### src/hw/rtl/saeq_pkg.sv
// ----------------------------------------------------------------------------
// saeq_pkg
// shared types, codes and helpers for the sorted alarm event queue
// ----------------------------------------------------------------------------
package saeq_pkg;

  localparam int QUEUE_DEPTH_DEF = 16;
  localparam int KEY_W           = 32;
  localparam int LABEL_W         = 64;
  localparam logic [5:0] LAST_SECOND = 6'd59;

  typedef enum logic [1:0] {
    REQ_INSERT = 2'd0,
    REQ_REMOVE = 2'd1,
    REQ_TICK   = 2'd2,
    REQ_NONE   = 2'd3
  } req_t;

  typedef enum logic [1:0] {
    STAT_DONE    = 2'd0,
    STAT_FULL    = 2'd1,
    STAT_NOMATCH = 2'd2,
    STAT_EMPTY   = 2'd3
  } status_t;

  typedef enum logic [1:0] {
    OP_HOLD   = 2'd0,
    OP_INSERT = 2'd1,
    OP_DELETE = 2'd2,
    OP_POP    = 2'd3
  } cell_op_t;

  typedef enum logic [1:0] {
    ST_IDLE = 2'd0,
    ST_SCAN = 2'd1,
    ST_EXEC = 2'd2
  } state_t;

  typedef struct packed {
    cell_op_t op;
    logic     scan_clr;
    logic     scan_en;
  } cell_ctl_t;

  function automatic logic [KEY_W-1:0] pack_key(
    input logic [11:0] year,
    input logic [3:0]  month,
    input logic [4:0]  day,
    input logic [4:0]  hour,
    input logic [5:0]  minute
  );
    return {year, month, day, hour, minute};
  endfunction

endpackage

### src/hw/rtl/saeq_cell.sv
// ----------------------------------------------------------------------------
// saeq_cell
// one slot of the sorted chain: holds a key and label, shifts to or from
// its neighbors and carries the first-match search one cell per cycle
// ----------------------------------------------------------------------------
module saeq_cell (
  input  logic                        clk,
  input  logic                        rst,
  input  saeq_pkg::cell_ctl_t         ctl,
  input  logic                        occ,
  input  logic [saeq_pkg::KEY_W-1:0]  new_key,
  input  logic [saeq_pkg::LABEL_W-1:0] new_label,
  input  logic                        left_ge,
  input  logic                        left_seen,
  input  logic [saeq_pkg::KEY_W-1:0]  left_key,
  input  logic [saeq_pkg::LABEL_W-1:0] left_label,
  input  logic [saeq_pkg::KEY_W-1:0]  right_key,
  input  logic [saeq_pkg::LABEL_W-1:0] right_label,
  output logic                        ge,
  output logic                        seen,
  output logic [saeq_pkg::KEY_W-1:0]  key,
  output logic [saeq_pkg::LABEL_W-1:0] label
);

  logic prior_seen;
  logic match;

  // empty slots count as not below the new key so insertion lands there
  assign ge    = !occ || (key >= new_key);
  assign match = occ && (key == new_key) && (label == new_label);
  assign seen  = prior_seen || match;

  always_ff @(posedge clk) begin
    if (rst) begin
      prior_seen <= 1'b0;
    end else if (ctl.scan_clr) begin
      prior_seen <= 1'b0;
    end else if (ctl.scan_en) begin
      prior_seen <= left_seen;
    end
  end

  always_ff @(posedge clk) begin
    case (ctl.op)
      saeq_pkg::OP_INSERT: begin
        if (left_ge) begin
          key   <= left_key;
          label <= left_label;
        end else if (ge) begin
          key   <= new_key;
          label <= new_label;
        end
      end
      saeq_pkg::OP_DELETE: begin
        if (seen) begin
          key   <= right_key;
          label <= right_label;
        end
      end
      saeq_pkg::OP_POP: begin
        key   <= right_key;
        label <= right_label;
      end
      default: begin
      end
    endcase
  end

endmodule

### src/hw/rtl/sorted_alarm_event_queue_core.sv
// ----------------------------------------------------------------------------
// sorted_alarm_event_queue_core
// sorted reminder queue with time-match alarm, built as a chain of cells
// ----------------------------------------------------------------------------
// an insert, tick or ignored item goes from idle to execute; a remove first runs
// the scan state, rippling the first-match search down the cell chain one cell
// per cycle. the response is registered on leaving execute, which waits while
// the output is stalled. items go one at a time, each done before the next.
// reset clears the entry count, the search flags and the control; cell
// storage is not reset and is only read below the entry count.
module sorted_alarm_event_queue_core #(
  parameter int QUEUE_DEPTH = saeq_pkg::QUEUE_DEPTH_DEF
) (
  input  logic        clk,
  input  logic        rst,
  input  logic        req_valid,
  output logic        req_stall,
  input  logic [1:0]  req_type,
  input  logic [11:0] year,
  input  logic [3:0]  month,
  input  logic [4:0]  day,
  input  logic [4:0]  hour,
  input  logic [5:0]  minute,
  input  logic [5:0]  second,
  input  logic [63:0] label,
  output logic        rsp_valid,
  input  logic        rsp_stall,
  output logic [1:0]  status,
  output logic        alarm,
  output logic [63:0] alarm_label,
  output logic [4:0]  pending_count
);

  localparam int CNT_W  = $clog2(QUEUE_DEPTH + 1);
  localparam int SCAN_W = $clog2(QUEUE_DEPTH);

  saeq_pkg::state_t    state, state_next;
  saeq_pkg::req_t      req_kind;
  saeq_pkg::cell_ctl_t ctl;

  logic [SCAN_W-1:0]            scan_cnt;
  logic [saeq_pkg::KEY_W-1:0]   key_q;
  logic [saeq_pkg::LABEL_W-1:0] label_q;
  logic [5:0]                   sec_q;
  logic [CNT_W-1:0]             count, count_next;
  logic [CNT_W+4:0]             pend_wide;

  logic                         rsp_load;
  saeq_pkg::status_t            status_res;
  logic                         alarm_res;
  logic [saeq_pkg::LABEL_W-1:0] alabel_res;

  logic                         cell_ge   [QUEUE_DEPTH];
  logic                         cell_seen [QUEUE_DEPTH];
  logic [saeq_pkg::KEY_W-1:0]   cell_key  [QUEUE_DEPTH];
  logic [saeq_pkg::LABEL_W-1:0] cell_label[QUEUE_DEPTH];

  // cell chain
  for (genvar i = 0; i < QUEUE_DEPTH; i++) begin : g_cell
    logic                         l_ge, l_seen, occ;
    logic [saeq_pkg::KEY_W-1:0]   l_key, r_key;
    logic [saeq_pkg::LABEL_W-1:0] l_label, r_label;

    assign occ = (CNT_W'(i) < count);

    if (i == 0) begin : g_head
      assign l_ge    = 1'b0;
      assign l_seen  = 1'b0;
      assign l_key   = cell_key[i];
      assign l_label = cell_label[i];
    end else begin : g_mid
      assign l_ge    = cell_ge[i-1];
      assign l_seen  = cell_seen[i-1];
      assign l_key   = cell_key[i-1];
      assign l_label = cell_label[i-1];
    end

    if (i == QUEUE_DEPTH - 1) begin : g_tail
      assign r_key   = cell_key[i];
      assign r_label = cell_label[i];
    end else begin : g_body
      assign r_key   = cell_key[i+1];
      assign r_label = cell_label[i+1];
    end

    saeq_cell u_cell (
      .clk         (clk),
      .rst         (rst),
      .ctl         (ctl),
      .occ         (occ),
      .new_key     (key_q),
      .new_label   (label_q),
      .left_ge     (l_ge),
      .left_seen   (l_seen),
      .left_key    (l_key),
      .left_label  (l_label),
      .right_key   (r_key),
      .right_label (r_label),
      .ge          (cell_ge[i]),
      .seen        (cell_seen[i]),
      .key         (cell_key[i]),
      .label       (cell_label[i])
    );
  end

  assign req_stall = (state != saeq_pkg::ST_IDLE) || (rsp_valid && rsp_stall);

  always_ff @(posedge clk) begin
    if (rst) begin
      state <= saeq_pkg::ST_IDLE;
      count <= '0;
    end else begin
      state <= state_next;
      count <= count_next;
    end
  end

  always_ff @(posedge clk) begin
    if (rst || state != saeq_pkg::ST_SCAN) begin
      scan_cnt <= '0;
    end else begin
      scan_cnt <= scan_cnt + 1'b1;
    end
  end

  always_ff @(posedge clk) begin
    if (req_valid && !req_stall) begin
      req_kind <= saeq_pkg::req_t'(req_type);
      key_q    <= saeq_pkg::pack_key(year, month, day, hour, minute);
      label_q  <= label;
      sec_q    <= second;
    end
  end

  always_comb begin
    state_next   = state;
    ctl.op       = saeq_pkg::OP_HOLD;
    ctl.scan_clr = 1'b0;
    ctl.scan_en  = 1'b0;
    rsp_load     = 1'b0;
    status_res   = saeq_pkg::STAT_DONE;
    alarm_res    = 1'b0;
    alabel_res   = '0;
    count_next   = count;
    case (state)
      saeq_pkg::ST_IDLE: begin
        if (req_valid && !req_stall) begin
          ctl.scan_clr = 1'b1;
          if (saeq_pkg::req_t'(req_type) == saeq_pkg::REQ_REMOVE) begin
            state_next = saeq_pkg::ST_SCAN;
          end else begin
            state_next = saeq_pkg::ST_EXEC;
          end
        end
      end
      saeq_pkg::ST_SCAN: begin
        ctl.scan_en = 1'b1;
        if (scan_cnt == SCAN_W'(QUEUE_DEPTH - 1)) begin
          state_next = saeq_pkg::ST_EXEC;
        end
      end
      saeq_pkg::ST_EXEC: begin
        if (!rsp_valid || !rsp_stall) begin
          rsp_load   = 1'b1;
          state_next = saeq_pkg::ST_IDLE;
          case (req_kind)
            saeq_pkg::REQ_INSERT: begin
              if (count == CNT_W'(QUEUE_DEPTH)) begin
                status_res = saeq_pkg::STAT_FULL;
              end else begin
                ctl.op     = saeq_pkg::OP_INSERT;
                count_next = count + 1'b1;
              end
            end
            saeq_pkg::REQ_REMOVE: begin
              // seen at the tail means some cell matched
              if (cell_seen[QUEUE_DEPTH-1]) begin
                ctl.op     = saeq_pkg::OP_DELETE;
                count_next = count - 1'b1;
              end else begin
                status_res = saeq_pkg::STAT_NOMATCH;
              end
            end
            saeq_pkg::REQ_TICK: begin
              if (count == '0) begin
                status_res = saeq_pkg::STAT_EMPTY;
              end else if (cell_key[0] == key_q) begin
                alarm_res  = 1'b1;
                alabel_res = cell_label[0];
                if (sec_q == saeq_pkg::LAST_SECOND) begin
                  ctl.op     = saeq_pkg::OP_POP;
                  count_next = count - 1'b1;
                end
              end
            end
            default: begin
            end
          endcase
        end
      end
      default: begin
        state_next = saeq_pkg::ST_IDLE;
      end
    endcase
  end

  assign pend_wide = {5'd0, count_next};

  always_ff @(posedge clk) begin
    if (rst) begin
      rsp_valid <= 1'b0;
    end else if (rsp_load) begin
      rsp_valid <= 1'b1;
    end else if (!rsp_stall) begin
      rsp_valid <= 1'b0;
    end
  end

  always_ff @(posedge clk) begin
    if (rsp_load) begin
      status        <= status_res;
      alarm         <= alarm_res;
      alarm_label   <= alabel_res;
      pending_count <= pend_wide[4:0];
    end
  end

`ifndef SYNTHESIS
  a_count_bound: assert property (@(posedge clk) disable iff (rst)
    count <= CNT_W'(QUEUE_DEPTH))
    else $error("entry count above depth");

  a_count_step: assert property (@(posedge clk) disable iff (rst)
    !$past(rst) |-> (count == $past(count) || count == $past(count) + 1'b1 ||
                     count == $past(count) - 1'b1))
    else $error("entry count moved by more than one");

  a_rsp_from_exec: assert property (@(posedge clk) disable iff (rst)
    $rose(rsp_valid) |-> $past(state) == saeq_pkg::ST_EXEC)
    else $error("response raised outside execute");

  a_alarm_done: assert property (@(posedge clk) disable iff (rst)
    rsp_valid && alarm |-> status == saeq_pkg::STAT_DONE)
    else $error("alarm with failing status");

  a_scan_leads_exec: assert property (@(posedge clk) disable iff (rst)
    state == saeq_pkg::ST_SCAN && scan_cnt == SCAN_W'(QUEUE_DEPTH - 1)
    |=> state == saeq_pkg::ST_EXEC)
    else $error("search pass did not end in execute");
`endif

endmodule
### config.mk
export PLATFORM = sky130hd
export DESIGN_NAME = sorted_alarm_event_queue_core
export DESIGN_NICKNAME = d
export VERILOG_FILES = /design/src/hw/rtl/saeq_pkg.sv /design/src/hw/rtl/saeq_cell.sv /design/src/hw/rtl/sorted_alarm_event_queue_core.sv
export SDC_FILE = /design/constraint.sdc
export NUM_CORES = 2
export LEC_CHECK = 0
export CAP_MARGIN = 10
export CELL_PAD_IN_SITES_DETAIL_PLACEMENT = 1
export CELL_PAD_IN_SITES_GLOBAL_PLACEMENT = 1
export CORE_MARGIN = 5
export CORE_UTILIZATION = 48
export CTS_CLUSTER_DIAMETER = 80
export DETAILED_ROUTE_END_ITERATION = 10
export DONT_BUFFER_PORTS = 1
export GPL_TIMING_DRIVEN = 0
export MAX_ROUTING_LAYER = met4
export PLACE_DENSITY = 0.88
export SLEW_MARGIN = 20
export SYNTH_ARGS = -nofsm -noshare
export SYNTH_HDL_FRONTEND = slang
export SYNTH_SLANG_ARGS = --single-unit
### constraint.sdc
create_clock -name clk -period 12.22 [get_ports clk]
set_clock_uncertainty 0.1 [all_clocks]
set_input_delay 2.444 -clock clk [delete_from_list [all_inputs] [get_ports clk]]
set_output_delay 2.444 -clock clk [all_outputs]
set_load 0.03 [all_outputs]
==> results.yml <==
status:
  status: "finished, violations left"
  violations: "design-rule violations, max-capacitance violations, max-slew violations"
power:
  switching_share_pct: 31.1
  p_leak_nw: 49.9
  power_density_nw_per_um2: 124
  pwr-share-clk_pct: 41.2
  peakVddDrop_v: 0.000137
  combPwrFrac_pct: 14.5
  p_seq_share_pct: 44.3
  internal_power_mw: 10.6
  switching_power_mw: 4.78
synth:
  synth_edf_count: 1712
  synth_top_family_by_area: "multiplexers"
  synth_top_area_share_pct: 47.2
  synth_top_cell_by_area: "edfxtp_1"
  ys_warn_count: 0
  syn-cell-area_sq_um: 109000
  synth_compound_area_share_pct: 9.83
  synth-xor-area-share_pct: 7.96
  synth.most_common_cell: "edfxtp_1"
  synthMuxAreaShare_pct: 13.3
  ys_seq_area_share_pct: 47.7
  yosys.area_share.simple_pct: 10.1
  synth.net_count: 10600
  syn_inst: 9934
  synth_area_leaders: "edfxtp_1, mux2i_1, a21oi_1"
  synth_common_cells: "edfxtp_1, nor2_1, a21oi_1"
  ys_types: 72
  ys_ff_latch: 1739
  synthAdderAreaFrac_pct: 5.92
  synthFlopType: "edfxtp_1"
  synth.avg_cell_area_sq_um: 11.0
  async_reset_ff_share_pct: 0
worst_setup_path:
  endpoint_kind: "flop"
  critPathMaxStageDelay_ns: 0.84
  path_cells: "inv_1 > ha_1 > nand2_1 > or3_1 > nor4_1 > o31ai_4 > o2111ai_1 > buf_2 > buf_2 > buf_2 > nor3_1 > a211oi_4 > buf_8 > buf_8 > buf_6 > buf_6 > buf_8 > buf_6"
  required_ns: 12.72
  crit_buf_inv: 10
  path_class: "flop to flop"
  cp_slowest_cell: "nor4_1"
  critPathMaxFanout: 17
  cp_top_family: "buffers and inverters"
  worstSetupStartpointType: "flop"
  crit_arrival_ns: 9.18
clocking:
  clkSlewWorstSetupHoldPaths_ns: 0.06
  cts_resized: 0
  root_buffer: "clkbuf_16"
  post_cts_buffers: 0
  cts_hold_repair.buffers: 0
  insertion_delay_ns: 0.94
  cts_sinks: 1739
  cts_buffers: 204
  cts_tree: "built"
  htreeDepth: 4
  cts.path.max_buffers: 3
global_route:
  grt_antenna_before_repair: 116
  grt_max_degree: 43
  grt_pass1_wl_mm: 886
  grt_pass1_vias: 95500
  grt_overflow: 0
  track_usage_pct: 57.3
timing:
  min_period_over_period_pct: 71.1
  period_needed_ns: 8.69
  relSlewSlack_pct: -29.2
  max_freq_ghz: 0.115
  finalSetupViolCount: 0
  worst_pin_slew_ns: 1.93
  slew_viol_final: 13
  hold_viol: 0
  tns_ns: 0
  rsz0062_at_grt: "false"
routing:
  drc: 70
  vias: 99600
  postRouteAntennaNets: 0
  first_pass_iters: 11
  via_per_inst: 7.30
  post_drt_wl_per_cell_microns: 49.9
  drt_iter0_markers: 17500
  routed_wl_mm: 681
die:
  start_util_pct: 48.1
  io_pins: 182
  fp.dieH_microns: 487
  die-width_microns: 487
  fp-row-count: 175
  coreArea_sq_um: 227000
  dieArea_sq_um: 237000
worst_hold_path:
  hold_path_class: "flop to flop"
layout:
  fin_cells: 13600
  nNetsFinal: 11000
  drive_gt1_share_pct: 11.2
  fin_area_sq_um: 124000
  area_growth_pct: 13.7
placed_design:
  dp.cells: 13100
  place.port_buffers: 0
  placed_area_sq_um: 117000
  dp_hpwl_mm: 531
  place_congestion: 1.26
run:
  cap_viol_max_count: 7
per-layer routing:
layer / vias up / global-route usage [%] / part of all wire [%] / routed length, microns
li1: 37300 / - / - / -
met4: 0 / 59.4 / 14 / 96900
met3: 3228 / 27.4 / 15 / 98900
met1: 49800 / 59.4 / 32 / 217000
met5: - / - / 0 / 0
met2: 9317 / 76.6 / 39 / 268000
power by group through the flow:
stage | Sequential, mW | Clock [mW] | Combinational (mW)
2_1_floorplan | 6.88 | 0 | 0.902
3_3_place_gp | 6.98 | 0 | 1.86
3_5_place_dp | 6.94 | 0 | 1.99
4_1_cts | 6.82 | 6.20 | 2.01
5_1_grt | 6.82 | 6.47 | 2.16
6_report | 6.83 | 6.34 | 2.24
registers in the layout, indices dropped and copies added, names as in the netlist:
name and flops:
req_kind 2, label_q 64, scan_cnt 4, g_cell.u_cell.key 512, key_q 32, status 2, count 5, g_cell.u_cell.label 1024
state 2, alarm_label 64, rsp_valid 1, sec_q 6, pending_count 5, g_cell.u_cell.prior_seen 15, alarm 1
tightest hold or removal path, stage by stage (launching register included):
cell and delay [ns]:
dfxtp_1 0.31, nand2_1 0.05, a21oi_1 0.05
through the flow:
stage	utilization [%]	power (mW)	setup WS, ns	hold slack, ns
floorplan	-	7.79	1.79	0.331
global placement	49.8	8.84	-8.54	0.344
detailed placement	51.4	8.93	4.20	0.354
CTS	54.3	15.0	4.17	0.361
global route	54.6	15.5	4.06	0.373
finish	54.7	15.4	3.53	0.360
area by class of cell:
cell class / count / area [sq um]
Buffer: 795 / 5400
Sequential cell: 1739 / 51900
Clock inverter: 111 / 1050
Inverter: 89 / 339
Multi-Input combinational cell: 7311 / 52700
Fill cell: 23900 / 103000
Tap cell: 3009 / 3760
Clock buffer: 259 / 5420
Timing Repair Buffer: 188 / 2940
Antenna cell: 146 / 365
final timing paths:
kind                            slack (ns)                     endpoint  depth (start not counted)                         from
worst min register to register        0.36  g_cell[1].u_cell.prior_seen                          2  g_cell[1].u_cell.prior_seen
worst max register to register        3.53   g_cell[2].u_cell.label[36]                         18                    key_q[14]
worst min-delay path                  0.36  g_cell[1].u_cell.prior_seen                          2  g_cell[1].u_cell.prior_seen
worst max-delay path                  3.53   g_cell[2].u_cell.label[36]                         18                    key_q[14]
placed cells by master (no fill, tap or decap), types with 36 or more instances in the layout:
cell and instances:
xnor2_2 54, a21oi_1 1409, nand3_1 44, diode_2 146, mux2_4 95, mux2i_1 1248, buf_16 47, and2_1 72
mux2_2 53, inv_1 88, xor2_1 435, buf_4 36, o21ai_0 112, a21o_1 127, nor3_1 38, a31oi_1 106
buf_6 378, buf_1 53, nor4_1 130, nand4_1 256, nor2_1 1433, ha_1 516, clkbuf_16 205, clkinv_1 47
nor2b_1 38, nand2_1 318, clkbuf_1 405, xnor2_1 463, edfxtp_1 1712
logic make-up (layout without fill, tap and decap cells):
| logic type | after synthesis | after routing |
|---|---|---|
| buffers and inverters | 884 | 1442 |
| multiplexers | 1396 | 1396 |
| XOR/XNOR | 990 | 990 |
| other | 0 | 146 |
| AND/OR/NAND/NOR | 2468 | 2468 |
| flip-flops | 1739 | 1739 |
| adder cells (fa/ha/maj) | 516 | 516 |
| AO/OA/AOI/OAI | 1941 | 1941 |
(Power assumes the default switching activity.)
